<file path="src/rtl/bmm_pkg.sv">
// Shared types and constants of the banked memory mapper.
// No dependencies; the RTL files refer to this package by scoped names, the test files import it.
package bmm_pkg;

  localparam int FLASH_BYTES = 524288;
  localparam int RAM_BYTES   = 65536;
  localparam int PAGE_BYTES  = 16384;

  localparam int FLASH_AW = $clog2(FLASH_BYTES);
  localparam int RAM_AW   = $clog2(RAM_BYTES);
  localparam int OFF_W    = $clog2(PAGE_BYTES);
  localparam int PAGE_W   = 5;
  localparam int LIDX_W   = 19;
  localparam int LEN_W    = 20;
  localparam int ADDR_W   = 16;
  localparam int DATA_W   = 16;
  localparam int OP_W     = 3;
  localparam int CFG_IDX_W = 3;
  localparam int CFG_DAT_W = 5;

  localparam logic [OP_W-1:0] OP_READ8  = 3'd0;
  localparam logic [OP_W-1:0] OP_WRITE8 = 3'd1;
  localparam logic [OP_W-1:0] OP_READ16 = 3'd2;
  localparam logic [OP_W-1:0] OP_WRITE16 = 3'd3;
  localparam logic [OP_W-1:0] OP_LOAD   = 3'd4;

  localparam logic [CFG_IDX_W-1:0] CFG_MAP_MODE      = 3'd0;
  localparam logic [CFG_IDX_W-1:0] CFG_BANK_A_PAGE   = 3'd1;
  localparam logic [CFG_IDX_W-1:0] CFG_BANK_A_IS_RAM = 3'd2;
  localparam logic [CFG_IDX_W-1:0] CFG_BANK_B_PAGE   = 3'd3;
  localparam logic [CFG_IDX_W-1:0] CFG_BANK_B_IS_RAM = 3'd4;

  localparam logic [7:0] BLANK_BYTE = 8'hFF;

  typedef struct packed {
    logic              map_mode;
    logic [PAGE_W-1:0] bank_a_page;
    logic              bank_a_is_ram;
    logic [PAGE_W-1:0] bank_b_page;
    logic              bank_b_is_ram;
  } cfg_t;

  typedef struct packed {
    logic              is_fixed;
    logic              is_ram;
    logic [PAGE_W-1:0] page;
  } map_t;

  typedef struct packed {
    logic capture;
    logic clear;
    logic access;
    logic byte_hi;
    logic finish;
  } cmd_t;

  typedef struct packed {
    logic wide;
    logic clear_last;
  } status_t;

endpackage

</file>
<file path="src/rtl/bmm_ctrl.sv">
// Sequencer of the banked memory mapper: RAM clearing sweep, byte accesses, result.
// Depends on bmm_pkg.
module bmm_ctrl (
  input  logic             clk,
  input  logic             rst_n,
  input  logic             start,
  input  bmm_pkg::status_t status,
  output logic             busy,
  output bmm_pkg::cmd_t    cmd
);

  localparam logic [2:0] ST_CLEAR = 3'd0;
  localparam logic [2:0] ST_IDLE  = 3'd1;
  localparam logic [2:0] ST_ACC0  = 3'd2;
  localparam logic [2:0] ST_ACC1  = 3'd3;
  localparam logic [2:0] ST_FIN   = 3'd4;

  logic [2:0] state_r;
  logic [2:0] state_nxt;
  logic       accept;

  assign busy   = (state_r == ST_CLEAR) || (state_r == ST_ACC0) || (state_r == ST_ACC1);
  assign accept = start && !busy;

  assign cmd.capture = accept;
  assign cmd.clear   = (state_r == ST_CLEAR);
  assign cmd.access  = (state_r == ST_ACC0) || (state_r == ST_ACC1);
  assign cmd.byte_hi = (state_r == ST_ACC1);
  assign cmd.finish  = (state_r == ST_FIN);

  always_comb begin
    state_nxt = state_r;
    case (state_r)
      ST_CLEAR: begin
        if (status.clear_last) state_nxt = ST_IDLE;
      end
      ST_IDLE, ST_FIN: begin
        state_nxt = accept ? ST_ACC0 : ST_IDLE;
      end
      ST_ACC0: begin
        state_nxt = status.wide ? ST_ACC1 : ST_FIN;
      end
      ST_ACC1: begin
        state_nxt = ST_FIN;
      end
      default: begin
        state_nxt = ST_IDLE;
      end
    endcase
  end

  always_ff @(posedge clk) begin
    if (!rst_n) begin
      state_r <= ST_CLEAR;
    end else begin
      state_r <= state_nxt;
    end
  end

endmodule

</file>
<file path="config.mk">
export PLATFORM = sky130hd
export DESIGN_NAME = bmm_ctrl
export DESIGN_NICKNAME = d
export VERILOG_FILES = /design/src/rtl/bmm_pkg.sv /design/src/rtl/bmm_ctrl.sv
export SDC_FILE = /design/constraint.sdc
export NUM_CORES = 1
export LEC_CHECK = 0
export BUFFER_PORTS_ARGS = -buffer_cell sky130_fd_sc_hd__buf_2
export CORE_AREA = 2 2 39 41
export DETAILED_ROUTE_END_ITERATION = 7
export DIE_AREA = 0 0 41 43
export PLACE_DENSITY = 0.39
export SLEW_MARGIN = 5
export SYNTH_ARGS = -nofsm -noshare
export SYNTH_HDL_FRONTEND = slang
export SYNTH_SLANG_ARGS = --single-unit
</file>
<file path="constraint.sdc">
create_clock -name clk -period 3 [get_ports clk]
set_input_delay 0.6 -clock clk [delete_from_list [all_inputs] [get_ports clk]]
set_output_delay 0.6 -clock clk [all_outputs]
set_load 0.01 [all_outputs]
</file>
==> impl_metrics.json <==
{
  "min_period_ns": 1.83,
  "arrival_ns": 1.23,
  "power.share.clock_pct": 49.5,
  "status": "complete, no violations",
  "timing.setup.tns_ns": 0,
  "max-cap-violations": 0,
  "io_pins": 11,
  "p_total_mw": 0.141,
  "syn-instance-count": 25,
  "largest_register_ffs": 3,
  "insertion_delay_ns": 0.23,
  "n_fill_cell": 178,
  "p_sw_mw": 0.0375,
  "setup_slack_ns": 1.17,
  "yosys_warnings": 0,
  "finalClockSkew_ns": 0.0000533,
  "powerDensity_mw_per_mm2": 497,
  "clock-sinks": 3,
  "ys_ff_latch": 3,
  "cts.hold.buffers_added": 0,
  "multi_input_area_um2": 120,
  "synth_compound_area_share_pct": 27.9,
  "crit_fanout": 8,
  "ant_nets": 0,
  "grt_max_degree": 12,
  "setup.worst_path.end_class": "output port",
  "dr.pass1.iters": 2,
  "peakVddDrop_mv": 0.133,
  "critical_path.cell_chain": "inv_1, a21oi_1, nor2b_1, buf_2",
  "die_h_um": 43,
  "place_hpwl_um": 369,
  "dp_cells": 49,
  "nets": 43,
  "seqCellArea_um2": 60.1,
  "max_stage_delay_ns": 0.46,
  "power_frac_seq_pct": 33.3,
  "yosysUniqueCellTypes": 17,
  "clk_pin_slew_ns": 0.04,
  "cts-root-buf": "clkbuf_4",
  "cp-start-kind": "flop",
  "setup_viol": 0,
  "drive_gt1_share_pct": 40.5,
  "synth.avg_cell_area_um2": 8.26,
  "synth_nets": 30,
  "start_util_pct": 14.9,
  "worst-endpoint-required_ns": 2.40,
  "cts_buffers": 3,
  "diodes": 0,
  "p_sw_share_pct": 26.5,
  "regMostFlops": "state_r",
  "reg_top3": "state_r: 3 flops",
  "antenna_found_initial": 0,
  "grt_use_total_pct": 6.83,
  "slew_violations": 0,
  "critPathKind": "reg2out",
  "slowest_stage": "dfxtp_1",
  "wl_per_cell_um": 8.96,
  "drc": 0,
  "core-area_mm2": 0.00138,
  "grt_use_met1_pct": 8.04,
  "viasPerCell": 3.91,
  "cts_tree": "yes",
  "synth_fa_ha_area_share_pct": 0,
  "slew_headroom_pct": 73.7,
  "rows": 14,
  "die_w_um": 41,
  "cellLeakagePower_nw": 0.120,
  "dp_slack_ns": 1.41,
  "gp_congestion": 0.564,
  "period_share_pct": 60.9,
  "synth_top_family_by_area": "simple AND/OR/NAND/NOR gates",
  "grt_pass1_wl_um": 745,
  "muxShareOfSynthArea_pct": 0,
  "tightest_slew_ns": 0.391,
  "port_buffers": 10,
  "cts_resized": 0,
  "clockBufferDepth": 2,
  "grt_pass1_vias": 197,
  "use_met2_pct": 7.81,
  "min_path_type": "in2reg",
  "grt-busiest-layer": "met4",
  "drt-total-wl_um": 475,
  "netlist_area_um2": 206,
  "synth_xor_area_share_pct": 0,
  "ys_seq_area_share_pct": 29.1,
  "post_cts_buffers": 0,
  "combPwrFrac_pct": 17.2,
  "internal-power_mw": 0.104,
  "dieArea_mm2": 0.00176,
  "htree_levels": 1,
  "drtIter0Drc": 1,
  "hold_viol_final": 0,
  "syn_to_final_growth_pct": 37.6,
  "grt-ovfl-total": 0,
  "final_cells": 53,
  "yosys.area_share.simple_pct": 30.3,
  "met3_usage_pct": 1.57,
  "clock.fmax_mhz": 548,
  "rsz0062_at_grt": "no",
  "vias": 207
}
## routing by layer
metal / routed length (µm) / share of wire [%] / vias to the layer above
met2: 220 / 46 / 7
li1: - / - / 113
met5: 0 / 0 / -
met3: 43 / 9.1 / 0
met1: 212 / 45 / 87
met4: 0 / 0 / 0
## synthesized netlist by cell type, drive strengths merged
library cell / number / area share (%)
a21oi: 3 / 7.3
dfxtp: 3 / 29
o41ai: 1 / 7.9
nor2b: 1 / 3.0
nor3b: 1 / 3.6
a31oi: 1 / 3.0
buf: 2 / 9.1
nor4bb: 1 / 4.8
o21ai: 1 / 2.4
nor2: 3 / 5.5
inv: 2 / 3.6
nor3: 2 / 4.8
a2111oi: 1 / 7.3
and2: 1 / 3.0
nand2b: 1 / 3.0
nand3: 1 / 2.4
## worst paths after layout
path                                                end  slack [ns]  depth (start not counted)               startpoint
worst min register to register  state_r[2]$_SDFFE_PN0P_        0.61                          2  state_r[0]$_SDFFE_PN0P_
worst max register to register  state_r[2]$_SDFFE_PN0P_        1.85                          2  state_r[2]$_SDFFE_PN0P_
worst max-delay path                             cmd[4]        1.17                          4  state_r[1]$_SDFFE_PN0P_
worst min-delay path            state_r[2]$_SDFFE_PN0P_        0.60                          2                status[1]
## per-stage QoR
step	instance area, µm²	util, %	hold WS, ns
2_1_floorplan	206	-	0.544
3_3_place_gp	258	18.6	0.607
3_5_place_dp	258	18.6	0.608
4_1_cts	284	20.5	0.592
5_1_grt	284	20.5	0.593
6_report	284	20.5	0.599
## kinds of logic (layout without fill, tap and decap cells)
family,count (synthesis),count (layout)
simple gates,11,11
compound gates,7,7
buf+inv,4,16
flops,3,3
## worst max-delay path: cells and delay by family (launching register included)
kind	cells	cell delay [ns]
simple gates	1	0.06
buf+inv	2	0.27
flops	1	0.46
compound gates	1	0.20
## final cells by class
type / count / share of cell area, %
timing repair buffer: 10 / 17.6
clock buffer: 4 / 9.25
inverter: 2 / 2.64
sequential: 3 / 21.1
multi-input combinational: 18 / 42.3
tap: 16 / 7.05
## cell usage in the layout (no fill, tap or decap)
master and instances:
buf_2 10, nor2_1 3, a21oi_1 3, clkbuf_4 3
dfxtp_1 3, inv_1 2, nor3_1 2, nor2b_1 1
and2_1 1, nand3_1 1, nor4bb_1 1, a31oi_1 1
o41ai_2 1, o21ai_0 1, nand2b_1 1, nor3b_1 1
a2111oi_2 1, clkbuf_1 1
## power groups by stage
stage	clock, mW	sequential (mW)	combinational, mW
after global placement	0	0.0476	0.0247
after detailed placement	0	0.0476	0.0249
final	0.0699	0.0470	0.0243
after floorplan	0	0.0461	0.0170
after CTS	0.0740	0.0470	0.0249
after global routing	0.0782	0.0475	0.0283
No activity file was read; power rests on OpenSTA's default activity.
